## src/rtl/arisel_pkg.sv

```systemverilog
`default_nettype none
// ----------------------------------------------------------------------------
// arisel_pkg: shared types and constants
// Register map, reset values, step codes and the structs exchanged between
// the configuration block and the repeat core.
// ----------------------------------------------------------------------------
package arisel_pkg;

    // Configuration port geometry
    localparam int CFG_IDX_W  = 3;
    localparam int CFG_DATA_W = 9;

    // Register indexes
    localparam logic [CFG_IDX_W-1:0] CFG_WAIT_SLOW      = 3'd0;
    localparam logic [CFG_IDX_W-1:0] CFG_WAIT_MEDIUM    = 3'd1;
    localparam logic [CFG_IDX_W-1:0] CFG_WAIT_FAST      = 3'd2;
    localparam logic [CFG_IDX_W-1:0] CFG_SPEEDUP_FIRST  = 3'd3;
    localparam logic [CFG_IDX_W-1:0] CFG_SPEEDUP_SECOND = 3'd4;
    localparam logic [CFG_IDX_W-1:0] CFG_ITEM_COUNT     = 3'd5;
    localparam logic [CFG_IDX_W-1:0] CFG_START_POSITION = 3'd6;
    localparam logic [CFG_IDX_W-1:0] CFG_WRAP_ENABLE    = 3'd7;

    // Register reset values
    localparam logic [7:0] WAIT_SLOW_RST      = 8'd10;
    localparam logic [7:0] WAIT_MEDIUM_RST    = 8'd5;
    localparam logic [7:0] WAIT_FAST_RST      = 8'd2;
    localparam logic [7:0] SPEEDUP_FIRST_RST  = 8'd2;
    localparam logic [7:0] SPEEDUP_SECOND_RST = 8'd2;
    localparam logic [8:0] ITEM_COUNT_RST     = 9'd8;
    localparam logic [7:0] START_POSITION_RST = 8'd0;
    localparam logic       WRAP_ENABLE_RST    = 1'b0;

    // Speed levels
    localparam logic [1:0] LEVEL_SLOW   = 2'd0;
    localparam logic [1:0] LEVEL_MEDIUM = 2'd1;
    localparam logic [1:0] LEVEL_FAST   = 2'd2;

    // Step codes
    localparam logic signed [1:0] STEP_NONE = 2'sb00;
    localparam logic signed [1:0] STEP_UP   = 2'sb01;
    localparam logic signed [1:0] STEP_DOWN = 2'sb11;

    // Repeat counter saturation value
    localparam logic [15:0] REPEAT_MAX = 16'hFFFF;

    typedef struct packed {
        logic [7:0] wait_slow;
        logic [7:0] wait_medium;
        logic [7:0] wait_fast;
        logic [7:0] speedup_first;
        logic [7:0] speedup_second;
        logic [8:0] item_count;
        logic       wrap_enable;
    } cfg_t;

    // Selection load request from a start_position write
    typedef struct packed {
        logic       en;
        logic [7:0] value;
    } sel_load_t;

endpackage
`default_nettype wire

```

## src/rtl/arisel_cfg_regs.sv

```systemverilog
`default_nettype none
// ----------------------------------------------------------------------------
// arisel_cfg_regs: configuration register file
// Holds the write-only settings and raises a selection load request when
// start_position is written.
// ----------------------------------------------------------------------------
module arisel_cfg_regs (
    input  wire logic                              clk,
    input  wire logic                              rst_n,
    input  wire logic                              cfg_we,
    input  wire logic [arisel_pkg::CFG_IDX_W-1:0]  cfg_index,
    input  wire logic [arisel_pkg::CFG_DATA_W-1:0] cfg_wdata,
    output arisel_pkg::cfg_t                       cfg,
    output arisel_pkg::sel_load_t                  sel_load
);
    import arisel_pkg::*;

    cfg_t cfg_reg;
    cfg_t cfg_next;

    // Decode a write into the register image
    always_comb
    begin
        cfg_next = cfg_reg;
        if (cfg_we)
        begin
            case (cfg_index)
                CFG_WAIT_SLOW:      cfg_next.wait_slow      = cfg_wdata[7:0];
                CFG_WAIT_MEDIUM:    cfg_next.wait_medium    = cfg_wdata[7:0];
                CFG_WAIT_FAST:      cfg_next.wait_fast      = cfg_wdata[7:0];
                CFG_SPEEDUP_FIRST:  cfg_next.speedup_first  = cfg_wdata[7:0];
                CFG_SPEEDUP_SECOND: cfg_next.speedup_second = cfg_wdata[7:0];
                CFG_ITEM_COUNT:     cfg_next.item_count     = cfg_wdata[8:0];
                CFG_WRAP_ENABLE:    cfg_next.wrap_enable    = cfg_wdata[0];
                default:            cfg_next = cfg_reg;
            endcase
        end
    end

    always_ff @(posedge clk or negedge rst_n)
    begin
        if (!rst_n)
        begin
            cfg_reg.wait_slow      <= WAIT_SLOW_RST;
            cfg_reg.wait_medium    <= WAIT_MEDIUM_RST;
            cfg_reg.wait_fast      <= WAIT_FAST_RST;
            cfg_reg.speedup_first  <= SPEEDUP_FIRST_RST;
            cfg_reg.speedup_second <= SPEEDUP_SECOND_RST;
            cfg_reg.item_count     <= ITEM_COUNT_RST;
            cfg_reg.wrap_enable    <= WRAP_ENABLE_RST;
        end
        else
        begin
            cfg_reg <= cfg_next;
        end
    end

    // start_position only matters as a load of the selection
    assign sel_load.en    = cfg_we && (cfg_index == CFG_START_POSITION);
    assign sel_load.value = cfg_wdata[7:0];

    assign cfg = cfg_reg;

endmodule
`default_nettype wire

```

## src/rtl/arisel_repeat_core.sv

```systemverilog
`default_nettype none
// ----------------------------------------------------------------------------
// arisel_repeat_core: auto-repeat state and next-state logic
// Holds selection, speed level, repeat counts and the frame counter, and
// works out the move for one frame in a single pass.
// ----------------------------------------------------------------------------
module arisel_repeat_core #(
    parameter int MAX_ITEMS = 256
) (
    input  wire logic              clk,
    input  wire logic              rst_n,
    input  wire logic              step_en,
    input  wire logic              press_up,
    input  wire logic              press_down,
    input  arisel_pkg::cfg_t       cfg,
    input  arisel_pkg::sel_load_t  sel_load,
    output logic signed [1:0]      step_taken,
    output logic [7:0]             position
);
    import arisel_pkg::*;

    localparam int ClogMax = $clog2(MAX_ITEMS + 1);
    localparam int ExtW    = (ClogMax > 9) ? ClogMax : 9;
    localparam logic [ExtW-1:0] MaxItemsExt = ExtW'(MAX_ITEMS);
    localparam logic [ExtW-1:0] LastCap     = ExtW'(255);

    logic [7:0]  selection_reg, selection_next;
    logic [1:0]  level_reg, level_next;
    logic [15:0] up_rep_reg, up_rep_next;
    logic [15:0] dn_rep_reg, dn_rep_next;
    logic [7:0]  frame_wait_reg, frame_wait_next;

    logic [ExtW-1:0]   count_ext;
    logic [ExtW-1:0]   count_lim;
    logic [ExtW-1:0]   last_full;
    logic [7:0]        last_idx;
    logic              go_up, go_down, active;
    logic [15:0]       own_rep, own_inc;
    logic [7:0]        level_wait;
    logic [7:0]        threshold;
    logic [1:0]        base_level;
    logic              move;
    logic signed [1:0] step_next;

    // Last valid index: count forced to at least one, capped by MAX_ITEMS and 256
    always_comb
    begin
        count_ext = ExtW'(cfg.item_count);
        if (cfg.item_count == 9'd0)
        begin
            count_ext = ExtW'(1);
        end
        count_lim = (count_ext > MaxItemsExt) ? MaxItemsExt : count_ext;
        last_full = count_lim - ExtW'(1);
        last_idx  = (last_full > LastCap) ? 8'hFF : last_full[7:0];
    end

    // Repeat timing, level update and index move
    always_comb
    begin
        go_up   = press_up;
        go_down = !press_up && press_down;
        active  = go_up || go_down;
        own_rep = go_up ? up_rep_reg : dn_rep_reg;

        case (level_reg)
            LEVEL_SLOW:   level_wait = cfg.wait_slow;
            LEVEL_MEDIUM: level_wait = cfg.wait_medium;
            default:      level_wait = cfg.wait_fast;
        endcase

        move       = active && ((own_rep == 16'd0) || (frame_wait_reg == level_wait));
        base_level = (own_rep == 16'd0) ? LEVEL_SLOW : level_reg;
        own_inc    = (own_rep != REPEAT_MAX) ? own_rep + 16'd1 : own_rep;
        threshold  = (base_level == LEVEL_SLOW) ? cfg.speedup_first : cfg.speedup_second;

        selection_next  = selection_reg;
        level_next      = level_reg;
        up_rep_next     = up_rep_reg;
        dn_rep_next     = dn_rep_reg;
        frame_wait_next = frame_wait_reg;
        step_next       = STEP_NONE;

        if (!active)
        begin
            // Both released: clear all counters
            level_next      = LEVEL_SLOW;
            up_rep_next     = 16'd0;
            dn_rep_next     = 16'd0;
            frame_wait_next = 8'd0;
        end
        else if (!move)
        begin
            frame_wait_next = frame_wait_reg + 8'd1;
        end
        else
        begin
            frame_wait_next = 8'd0;
            level_next      = base_level;
            if ((base_level != LEVEL_FAST) && (own_inc == {8'd0, threshold}))
            begin
                level_next = base_level + 2'd1;
            end
            if (go_up)
            begin
                up_rep_next = own_inc;
                dn_rep_next = 16'd0;
                if (selection_reg < last_idx)
                begin
                    selection_next = selection_reg + 8'd1;
                    step_next      = STEP_UP;
                end
                else if (cfg.wrap_enable)
                begin
                    selection_next = 8'd0;
                    step_next      = STEP_UP;
                end
            end
            else
            begin
                dn_rep_next = own_inc;
                up_rep_next = 16'd0;
                if (selection_reg != 8'd0)
                begin
                    selection_next = selection_reg - 8'd1;
                    step_next      = STEP_DOWN;
                end
                else if (cfg.wrap_enable)
                begin
                    selection_next = last_idx;
                    step_next      = STEP_DOWN;
                end
            end
        end
    end

    // State registers; a start_position write reloads the selection
    always_ff @(posedge clk or negedge rst_n)
    begin
        if (!rst_n)
        begin
            selection_reg  <= START_POSITION_RST;
            level_reg      <= LEVEL_SLOW;
            up_rep_reg     <= 16'd0;
            dn_rep_reg     <= 16'd0;
            frame_wait_reg <= 8'd0;
        end
        else if (sel_load.en)
        begin
            selection_reg <= sel_load.value;
        end
        else if (step_en)
        begin
            selection_reg  <= selection_next;
            level_reg      <= level_next;
            up_rep_reg     <= up_rep_next;
            dn_rep_reg     <= dn_rep_next;
            frame_wait_reg <= frame_wait_next;
        end
    end

    assign step_taken = step_next;
    assign position   = selection_next;

    // Only one direction ever holds a repeat count
    a_one_direction: assert property (@(posedge clk) disable iff (!rst_n)
        (up_rep_reg == 16'd0) || (dn_rep_reg == 16'd0))
        else $error("both repeat counts nonzero");

    // Speed level never passes the fast level
    a_level_range: assert property (@(posedge clk) disable iff (!rst_n)
        level_reg != 2'd3)
        else $error("speed level out of range");

    // A move frame restarts the frame counter
    a_move_clears_wait: assert property (@(posedge clk) disable iff (!rst_n)
        (step_en && move && !sel_load.en) |=> (frame_wait_reg == 8'd0))
        else $error("frame counter not cleared after a move");

    // Release of both buttons clears counters and level
    a_release_clears: assert property (@(posedge clk) disable iff (!rst_n)
        (step_en && !press_up && !press_down && !sel_load.en) |=>
        (up_rep_reg == 16'd0) && (dn_rep_reg == 16'd0) && (level_reg == LEVEL_SLOW))
        else $error("counters not cleared on release");

endmodule
`default_nettype wire

```

## src/rtl/auto_repeat_index_selector_core.sv

```systemverilog
`default_nettype none
// A frame passes the input register, then the output register once it is free.
// Throughput: one frame per cycle; the input register, the single-pass update
// and the output register all advance together each cycle the output is free.
// Reset (rst_n low, asynchronous): registers take their documented defaults,
// selection loads 0, counters and speed level clear, both pipeline stages empty.
// ----------------------------------------------------------------------------
// auto_repeat_index_selector_core: accelerating auto-repeat index selector
// Input register, repeat core and output register with valid/stall handshake
// on both channels, plus the configuration register file.
// ----------------------------------------------------------------------------
module auto_repeat_index_selector_core #(
    parameter int MAX_ITEMS = 256
) (
    input  wire logic                              clk,
    input  wire logic                              rst_n,
    input  wire logic                              in_valid,
    output logic                                   in_stall,
    input  wire logic                              press_up,
    input  wire logic                              press_down,
    output logic                                   out_valid,
    input  wire logic                              out_stall,
    output logic signed [1:0]                      step_taken,
    output logic [7:0]                             position,
    input  wire logic                              cfg_we,
    input  wire logic [arisel_pkg::CFG_IDX_W-1:0]  cfg_index,
    input  wire logic [arisel_pkg::CFG_DATA_W-1:0] cfg_wdata
);
    import arisel_pkg::*;

    cfg_t      cfg;
    sel_load_t sel_load;

    logic              in_valid_reg;
    logic              up_reg, down_reg;
    logic              out_valid_reg;
    logic signed [1:0] step_reg;
    logic [7:0]        position_reg;
    logic              out_free;
    logic              step_en;
    logic              in_xfer;
    logic signed [1:0] core_step;
    logic [7:0]        core_position;

    // Handshake: the core advances when a frame waits and the output can load
    assign out_free = !out_valid_reg || !out_stall;
    assign step_en  = in_valid_reg && out_free;
    assign in_stall = in_valid_reg && !out_free;
    assign in_xfer  = in_valid && !in_stall;

    arisel_cfg_regs u_cfg (
        .clk       (clk),
        .rst_n     (rst_n),
        .cfg_we    (cfg_we),
        .cfg_index (cfg_index),
        .cfg_wdata (cfg_wdata),
        .cfg       (cfg),
        .sel_load  (sel_load)
    );

    arisel_repeat_core #(
        .MAX_ITEMS (MAX_ITEMS)
    ) u_core (
        .clk        (clk),
        .rst_n      (rst_n),
        .step_en    (step_en),
        .press_up   (up_reg),
        .press_down (down_reg),
        .cfg        (cfg),
        .sel_load   (sel_load),
        .step_taken (core_step),
        .position   (core_position)
    );

    // Input register
    always_ff @(posedge clk or negedge rst_n)
    begin
        if (!rst_n)
        begin
            in_valid_reg <= 1'b0;
        end
        else if (in_xfer)
        begin
            in_valid_reg <= 1'b1;
        end
        else if (step_en)
        begin
            in_valid_reg <= 1'b0;
        end
    end

    always_ff @(posedge clk)
    begin
        if (in_xfer)
        begin
            up_reg   <= press_up;
            down_reg <= press_down;
        end
    end

    // Output register
    always_ff @(posedge clk or negedge rst_n)
    begin
        if (!rst_n)
        begin
            out_valid_reg <= 1'b0;
        end
        else if (out_free)
        begin
            out_valid_reg <= in_valid_reg;
        end
    end

    always_ff @(posedge clk)
    begin
        if (step_en)
        begin
            step_reg     <= core_step;
            position_reg <= core_position;
        end
    end

    assign out_valid  = out_valid_reg;
    assign step_taken = step_reg;
    assign position   = position_reg;

    // A held result keeps its place while the input stage fills behind it
    a_no_overrun: assert property (@(posedge clk) disable iff (!rst_n)
        (out_valid_reg && out_stall) |=> out_valid_reg)
        else $error("stalled result dropped");

    // The input stage drains only into a free output register
    a_drain_only_when_free: assert property (@(posedge clk) disable iff (!rst_n)
        (in_valid_reg && out_valid_reg && out_stall) |-> in_stall)
        else $error("input stage advanced into a stalled output");

    // Every advance of the core lands a result
    a_advance_lands: assert property (@(posedge clk) disable iff (!rst_n)
        step_en |=> out_valid_reg)
        else $error("advanced frame produced no result");

endmodule
`default_nettype wire
```

## config.mk

```make
export PLATFORM = sky130hd
export DESIGN_NAME = auto_repeat_index_selector_core
export DESIGN_NICKNAME = d
export VERILOG_FILES = /design/src/rtl/arisel_pkg.sv /design/src/rtl/arisel_cfg_regs.sv /design/src/rtl/arisel_repeat_core.sv /design/src/rtl/auto_repeat_index_selector_core.sv
export SDC_FILE = /design/constraint.sdc
export NUM_CORES = 1
export LEC_CHECK = 0
export BUFFER_PORTS_ARGS = -buffer_cell sky130_fd_sc_hd__buf_2
export CORE_ASPECT_RATIO = 0.9
export CORE_MARGIN = 2
export CORE_UTILIZATION = 45
export CTS_BUF_LIST = sky130_fd_sc_hd__clkbuf_4
export CTS_CLUSTER_DIAMETER = 30
export CTS_CLUSTER_SIZE = 16
export DETAILED_ROUTE_END_ITERATION = 16
export PLACE_DENSITY = 0.63
export REMOVE_ABC_BUFFERS = 1
export SLEW_MARGIN = 30
export SYNTH_ARGS = -nofsm -noshare
export SYNTH_HDL_FRONTEND = slang
export SYNTH_SLANG_ARGS = --single-unit
```

## constraint.sdc

```tcl
create_clock -name clk -period 5.9 [get_ports clk]
set_input_delay 0.59 -clock clk [delete_from_list [all_inputs] [get_ports clk]]
set_output_delay 0.59 -clock clk [all_outputs]
set_load 0.01 [all_outputs]
```

# --- Yosys cells after proc, flatten, opt, wreduce, memory -nomap -nowiden ---
# Index checks and enable logic that the tools add are counted.
totals:
  reg_bits: 114
  inputBits: 19
  out_inout_bits: 12
  wordCells: 109
op_classes:
  n_addsub: 6
  order_cmp: 3
  eq_ne: 13
  n_mux: 35
  bitwise_logic: 1
  reduce_logical: 33
op_table:
  columns: ["cell", "n"]
  rows:
  - ["16-bit 2-to-1 mux", 8]
  - ["8-bit 2-to-1 mux", 13]
  - ["9-bit 2-to-1 mux", 2]
  - ["2-bit AND reduction", 9]
  - ["16-bit by 1-bit adder with 16-bit output (second input constant)", 1]
  - ["8-bit by 1-bit adder with 8-bit output (second input constant)", 2]
  - ["16-bit by 8-bit equality test with 1-bit output", 1]
  - ["16-bit zero test", 1]
  - ["2-bit 2-to-1 mux", 8]
  - ["16-bit inequality test (second input constant)", 1]
  - ["8-bit case mux with 2 select lines", 1]
  - ["3-bit equality test (second input constant)", 4]
  - ["9-bit by 8-bit greater-than comparator with 1-bit output (second input constant)", 1]
  - ["9-bit greater-than comparator (second input constant)", 1]
  - ["9-bit zero test", 1]
  - ["9-bit by 1-bit subtractor with 9-bit output (second input constant)", 1]
  - ["8-bit equality test", 1]
  - ["8-bit less-than comparator", 1]
  - ["8-bit nonzero test", 1]
  - ["8-bit by 1-bit subtractor with 8-bit output (second input constant)", 1]
  - ["1-bit logical AND", 7]
  - ["3-bit by 2-bit equality test with 1-bit output (second input constant)", 2]
  - ["1-bit zero test", 5]
  - ["2-bit zero test", 2]
  - ["10 further kinds", 16]

# --- Depth between registers and ports, before layout ---
# Gate-level depths: netlist of the first run.
logic_depth:
  depth_word: 14
  mapped_depth: 22
  ltp_nobuf: 18

# --- Hierarchy ---
# A second synthesis of the first run with hierarchy kept.
hier_totals:
  cells_unflattened: 752
  hier_area_um2: 7490.9
by_module_without_submodules:
  columns: ["module", "n_inst", "cells_each", "area_each_um2", "seq_area_each_um2"]
  rows:
  - ["arisel_repeat_core", 1, 609, 5022.3, 1251.2]
  - ["arisel_cfg_regs", 1, 123, 2015.7, 1261.2]
  - ["auto_repeat_index_selector_core", 1, 20, 452.9, 410.4]

# --- Worst setup path before layout of the first run ---
# No wires, ideal clock.
synth_path:
  path_type: "register to register"
  start: "register up_reg"
  end: "register u_core.level_reg[1]"
  setup_ns: 0.135
  arrival_time_ns: 4.322
  required_ns: 5.765
  slack_ns: 1.443
  path_stages_with_launch: 17
  n_path_buf: 3
  synth_period_minus_slack_ns: 4.457
  path_cell_list: "edfxtp_1 > buf_4 > buf_6 > mux2i_1 > nand4_1 > a21oi_1 > nand2b_1 > ha_1 > buf_2 > mux2i_1 > nor3b_1 > a211o_2 > a211o_1 > or4_4 > or4_4 > o2111ai_1 > o211ai_1"
synth_between:
  elab_chain_cells: 10
  elab_cells_between_ends: 22
  classes_between: "add/sub: 2; eq/ne: 4; mux: 7; reduce/logical: 9"
synth_lines:
  columns: ["item", "line_no", "text"]
  rows:
  - ["start, declared", "auto_repeat_index_selector_core.sv:35", "logic up_reg, down_reg;"]
  - ["start signal, assigned", "auto_repeat_index_selector_core.sv:96", "up_reg <= press_up;"]
  - ["parallel branches: the longest is 10 deep, another holds 16-bit by 1-bit adder with 16-bit output", null, null]
  - ["end signal, assigned", "arisel_repeat_core.sv:155", "level_reg <= level_next;"]
  - ["end, declared", "arisel_repeat_core.sv:28", "logic [1:0] level_reg, level_next;"]
# Several ways; the timed one is not identified. The select of a mux whose other input is x is not followed.
# A chain may end at the register's enable or synchronous reset.

# --- Worst setup path after layout of the first run ---
# Ends and elaborated chain as after synthesis.

==> impl_metrics.csv, run 1 <==
group,metric,value,unit
hold_path,hold_end,"down_reg",
global_routing,grt_usage,0.230,
clock_network,cts_tree,"done",
floorplanning,num_rows,44,
placement,placedCellCount,959,
global_routing,overflow,0,
worst_setup_path,endpoint_kind,"flip-flop",
timing,slew_violations,0,
logic_synthesis,ys.flop_type,"dfrtp_1",
worst_setup_path,crit_family,"simple AND/OR/NAND/NOR gates",
timing,period_needed,5.41,ns
floorplanning,die_w,139,um
floorplanning,ios,31,
floorplanning,core,16100,sq um
clock_network,ctsHoldBuffers,1,
global_routing,grt_max_degree,76,
drt,vias,6207,
worst_setup_path,critPathBufInv,2,
floorplanning,initial_core_util,0.459,
final_layout,nNetsFinal,808,
clock_network,cts_resized,0,
timing,whs,0.227,ns
worst_setup_path,worstPathArrival,5.81,ns
timing,max_freq,0.185,GHz
logic_synthesis,synth_compound_area_frac,0.177,
clock_network,cts.clk_slew.worst_paths,0.11,ns
global_routing,grt_pass1_wl,32100,um
power_and_ir_drop,ir_drop,227,uV
power_and_ir_drop,power_switching_share,0.408,
drt,postRouteAntennaNets,0,
clock_network,post-cts-setup-buffers,0,
timing,finalHoldViolCount,0,
logic_synthesis,netlist_area,7380,sq um
power_and_ir_drop,fin_total_pwr,3.10,mW
logic_synthesis,async_reset_ff_frac,0.895,
final_layout,seqCellArea,2920,sq um
global_routing,grt_pass1_vias,6198,
worst_setup_path,crit_path_start_kind,"flip-flop",
logic_synthesis,netlist_instances,749,
worst_setup_path,cp_max_fo,28,
clock_network,clock-root-buffer,"clkbuf_4",
power_and_ir_drop,internal-power,1.84,mW
timing,fin_tns_setup,0,ns
power_and_ir_drop,clock_power_share,0.204,
logic_synthesis,seq_area_frac_synth,0.396,
logic_synthesis,synthAdderAreaFrac,0.0288,
power_and_ir_drop,power_frac_comb,0.407,
power_and_ir_drop,p_switching,1.27,mW
worst_setup_path,worstSetupPathType,"reg2reg",
drt,drt_iter0_drc,540,
clock_network,clk_path_buf_depth,2,
clock_network,ctsHtreeMaxLevel,4,
worst_setup_path,r2r_end,"u_core.level_reg[1]",
hold_path,hp-class,"in2reg",
worst_setup_path,reg2reg_depth,15,
power_and_ir_drop,power.share.sequential,0.389,
timing,relSlewSlack,0.350,
timing,tightest_slew,0.974,ns
worst_setup_path,cp_slowest_cell,"edfxtp_1",
logic_synthesis,ys_warn_count,0,
worst_setup_path,reg2reg_setup_slack,0.49,ns
drt,detail_route.wl_per_cell,19.5,um
floorplanning,dieArea,17400,sq um
worst_setup_path,crit_cells,15,
power_and_ir_drop,power_density,387,nW/um^2
status,outcome,"finished, final reports clean",
drt,drt_first_pass_iters,7,
worst_setup_path,required,6.30,ns
clock_network,clkSinkCount,114,
logic_synthesis,synth-simple-area-share,0.191,
final_layout,drive_gt1_frac,0.210,
logic_synthesis,synthMuxAreaShare,0.131,
worst_setup_path,worstPathCellList,"buf_4 > mux2i_1 > nand4_1 > a21oi_1 > nand2b_1 > ha_1 > buf_4 > mux2i_1 > nor3b_1 > a211o_2 > a211o_1 > or4_4 > or4_4 > o2111ai_1 > o211ai_1",
logic_synthesis,syn-mean-instance-area,9.86,sq um
clock_network,cts_buffers,17,
logic_synthesis,synth_top_family_by_area,"simple AND/OR/NAND/NOR gates",
logic_synthesis,synth_xor_area_frac,0.0332,
final_layout,multi_input_area,4150,sq um
drt,avgViaCountPerCell,6.26,
run,drv_cap,0,
placement,hpwl,14100,um
timing,rsz0062_at_grt,"no",
drt,drc_errors,0,
hold_path,min_from,"press_down",
final_layout,diodes,0,
final_layout,final_core_util,0.499,
final_layout,largest_reg_flops,50,
floorplanning,dieHeight,126,um
timing,setup_violations,0,
worst_setup_path,rr_startpoint,"up_reg",
timing,clock_skew,0.0164,ns
logic_synthesis,synth_edf_count,12,
final_layout,areaGrowthSynthToFinish,8.64,%
logic_synthesis,ys_ff_latch,114,
power_and_ir_drop,leakage,3.37,nW
clock_network,worstSkewPairLatency,0.54,ns
logic_synthesis,ys_types,88,
worst_setup_path,critPathMaxStageDelay,0.97,ns
hold_path,holdPathStages,1,
placement,port_buffers,30,
final_layout,fillers,1520,
timing,fin_crit_sh,0.917,
placement,place.gp.congestion,0.948,
drt,wl,19400,um
global_routing,grt_antenna_before_repair,0,
final_layout,instances_no_fill,992,
layer usage:
metal  GRT usage  part of all wire  vias to the layer above
met5           0                 0                        -
met4      0.0796             0.019                        0
met3      0.0502             0.065                       29
met2       0.360              0.45                      267
met1       0.319              0.46                     3024
li1            -                 -                     2887
per-stage QoR:
stage / setup WS [ns] / area (sq um)
floorplan: 0.654 / 7220
global placement: 0.741 / 7680
detailed placement: 0.520 / 7690
CTS: 0.507 / 8020
global route: 0.150 / 8020
finish: 0.490 / 8020
how the worst max path moves through the flow:
stage	from	slack (ns)	end
floorplan	up_reg	0.65	u_core.level_reg[1]
finish	up_reg	0.49	u_core.level_reg[1]
global placement	up_reg	0.74	u_core.level_reg[1]
CTS	up_reg	0.51	u_core.level_reg[1]
detailed placement	up_reg	0.52	u_core.level_reg[1]
global route	u_cfg.cfg[5]	0.15	position[7]
cells by family (layout without fill, tap and decap cells):
logic type               Yosys count  in the layout
AO/OA/AOI/OAI                    179            179
XOR/XNOR                          26             26
adder cells (fa/ha/maj)           17             17
buffers and inverters             76            112
flip-flops                       114            114
multiplexers                      88             88
AND/OR/NAND/NOR                  249            249
synth_stat cells (18+ instances only):
cell type  number  area (sq um)
o21ai_0        20           100
clkbuf_1       25          93.8
nand3_1        19          95.1
nor4_1         20           125
mux2_2         55           619
a31oi_1        18           113
dfrtp_1        94          2350
mux2i_1        31           310
o22ai_1        29           181
nor2_1         37           139
nand2_1        58           218
inv_1          40           150
cell type report:
type                       count  share of cell area
multi-input combinational    559               0.517
inverter                      42              0.0197
sequential                   114               0.364
timing repair buffer          38              0.0273
clock inverter                14              0.0220
tap                          207              0.0323
clock buffer                  18              0.0168
layout by cell type, fill, tap and decap left out, drive strengths merged, types with 10 or more instances in the layout:
cell and count:
a211oi 10, a21oi 16, a31oi 18, and3 10, buf 37, clkbuf 18, dfrtp 94, edfxtp 12
ha 17, inv 46, mux2 55, mux2i 33, nand2 58, nand2b 10, nand3 21, nand4 13
nor2 38, nor2b 16, nor3 16, nor4 21, o211a 10, o21ai 23, o22ai 29, xnor2 17
power by group through the flow:
stage	Sequential, mW	Combinational, mW	Clock, mW
floorplan	1.16	0.902	0
global placement	1.21	1.21	0
detailed placement	1.22	1.24	0
CTS	1.20	1.25	0.651
global route	1.23	1.41	0.695
finish	1.21	1.26	0.633
(Power assumes the default switching activity.)
==> run 2: changes to the inputs <==
--- a/config.mk
+++ b/config.mk
@@ -6,6 +6,8 @@
 export NUM_CORES = 1
 export LEC_CHECK = 0
 export BUFFER_PORTS_ARGS = -buffer_cell sky130_fd_sc_hd__buf_2
+export CELL_PAD_IN_SITES_DETAIL_PLACEMENT = 1
+export CELL_PAD_IN_SITES_GLOBAL_PLACEMENT = 1
 export CORE_ASPECT_RATIO = 0.9
 export CORE_MARGIN = 2
 export CORE_UTILIZATION = 45
@@ -13,7 +15,7 @@
 export CTS_CLUSTER_DIAMETER = 30
 export CTS_CLUSTER_SIZE = 16
 export DETAILED_ROUTE_END_ITERATION = 16
-export PLACE_DENSITY = 0.63
+export PLACE_DENSITY = 0.76
 export REMOVE_ABC_BUFFERS = 1
 export SLEW_MARGIN = 30
 export SYNTH_ARGS = -nofsm -noshare
==> run 2 against run 1 <==
  * Cell count rose by 0.10%
  * Highest routed layer unchanged
  * Sequential power barely moved
  * Power up 2.8%
==> impl_metrics.csv, run 2 (same netlist as run 1, synthesis figures left out) <==
group,metric,value,unit
timing,slew_violations,0,
clock_network,clk_path_buf_depth,2,
clock_network,cts_buffers,17,
timing,setup_violations,0,
clock_network,clkSinkCount,114,
floorplanning,ios,31,
final_layout,areaGrowthSynthToFinish,9.08,%
placement,placedCellCount,960,
worst_setup_path,required,6.34,ns
drt,highest_layer,"met4",
clock_network,ctsHtreeMaxLevel,4,
drt,drt_iter0_drc,360,
final_layout,final_cell_mix,"dfrtp_1, nand2_1, mux2_2, inv_1, nor2_1",
floorplanning,dieArea,17400,sq um
worst_setup_path,critPathLaunch,"up_reg",
global_routing,grt_pass1_vias,6654,
drt,drc_errors,0,
worst_setup_path,r2r_end,"u_core.level_reg[1]",
floorplanning,dieHeight,126,um
placement,port_buffers,30,
drt,wl,22100,um
worst_setup_path,cp_max_fo,14,
final_layout,multi_input_area,4150,sq um
drt,met3WireLength,1010,um
worst_setup_path,reg2reg_setup_slack,0.49,ns
timing,fin_crit_sh,0.916,
floorplanning,core,16100,sq um
clock_network,cts_resized,0,
floorplanning,initial_core_util,0.459,
drt,drt_first_pass_iters,5,
timing,clock_skew,0.0190,ns
power_and_ir_drop,ir_drop,233,uV
global_routing,overflow,0,
power_and_ir_drop,leakage,3.40,nW
worst_setup_path,crit_path_start_kind,"flip-flop",
final_layout,instances_no_fill,993,
final_layout,nNetsFinal,809,
worst_setup_path,endpoint,"u_core.level_reg[1]",
timing,relSlewSlack,0.386,
worst_setup_path,reg2reg_depth,14,
worst_setup_path,rr_startpoint,"up_reg",
timing,tightest_slew,0.921,ns
floorplanning,die_w,139,um
status,outcome,"finished, final reports clean",
clock_network,ctsHoldBuffers,1,
clock_network,post-cts-setup-buffers,0,
clock_network,worstSkewPairLatency,0.56,ns
run,drv_cap,0,
placement,hpwl,16200,um
drt,postRouteAntennaNets,0,
worst_setup_path,worstPathArrival,5.85,ns
global_routing,grt_max_degree,75,
final_layout,drive_gt1_frac,0.212,
final_layout,fillers,1851,
worst_setup_path,endpoint_kind,"flip-flop",
hold_path,hp-class,"in2reg",
placement,place.gp.congestion,0.880,
global_routing,grt_antenna_before_repair,0,
final_layout,mostFrequentLayoutCell,"dfrtp_1",
timing,fin_tns_setup,0,ns
floorplanning,num_rows,44,
drt,vias,6281,
timing,max_freq,0.185,GHz
power_and_ir_drop,power_density,396,nW/um^2
drt,avgViaCountPerCell,6.33,
drt,wl_met2,10800,um
global_routing,grt_pass1_wl,36200,um
clock_network,clock-root-buffer,"clkbuf_4",
drt,detail_route.wl_per_cell,22.3,um
clock_network,cts_tree,"done",
global_routing,grt_usage,0.263,
final_layout,largest_reg_flops,50,
timing,period_needed,5.41,ns
final_layout,seqCellArea,2920,sq um
clock_network,cts.clk_slew.worst_paths,0.12,ns
worst_setup_path,worstSetupPathType,"reg2reg",
timing,rsz0062_at_grt,"no",
timing,finalHoldViolCount,0,
drt,wl_met1,9930,um
final_layout,diodes,0,
==> run 2: worst min path at each step <==
stage / start / slack (ns) / cells after the start / end
2_1_floorplan: rst_n / 0.29 / 0 / in_valid_reg
3_3_place_gp: in_valid_reg / 0.48 / 1 / out_valid
3_5_place_dp: u_cfg.cfg[24] / 0.49 / 1 / u_cfg.cfg[24]
4_1_cts: press_down / 0.16 / 1 / down_reg
5_1_grt: press_down / 0.15 / 1 / down_reg
6_report: press_down / 0.20 / 1 / down_reg
==> run 2: final cells by class <==
cell class,instances,area share
clock buffer,18,0.0168
clock inverter,14,0.0249
inverter,42,0.0196
multi-input combinational,559,0.516
sequential,114,0.363
tap,207,0.0322
timing repair buffer,39,0.0281
==> run 2: metrics by stage <==
stage	power, mW	util	setup slack, ns	hold slack, ns	area [sq um]
after global placement	2.43	0.478	0.928	0.476	7690
final	3.19	0.501	0.495	0.196	8050
after floorplan	2.07	-	0.654	0.294	7220
after detailed placement	2.49	0.479	0.566	0.491	7700
after global routing	3.41	0.501	0.191	0.155	8050
after CTS	3.19	0.501	0.562	0.157	8050
==> run 2: power breakdown <==
group / total, mW / internal [mW] / leakage, nW / switching (mW)
logic: 1.28 / 0.540 / 1.82 / 0.745
clock network: 0.688 / 0.347 / 0.178 / 0.340
registers: 1.22 / 0.992 / 1.40 / 0.227
==> run 2: worst max-delay path: stages, from the launching register on <==
cell	delay, ns
edfxtp_1	0.73
buf_4	0.35
mux2i_1	0.41
nand4_1	0.14
a21oi_1	0.44
nand2b_1	0.24
ha_1	0.48
mux2i_1	0.48
nor3b_1	0.10
a211o_2	0.31
a211o_1	0.29
or4_4	0.42
or4_4	0.51
o2111ai_1	0.24
o211ai_1	0.12
==> run 2: metal layers <==
| layer | up-vias | track usage |
|---|---|---|
| met3 | 35 | 0.0574 |
| met1 | 3211 | 0.344 |
| met4 | 0 | 0.0707 |
| li1 | 2884 | - |
| met5 | - | 0 |
| met2 | 151 | 0.444 |
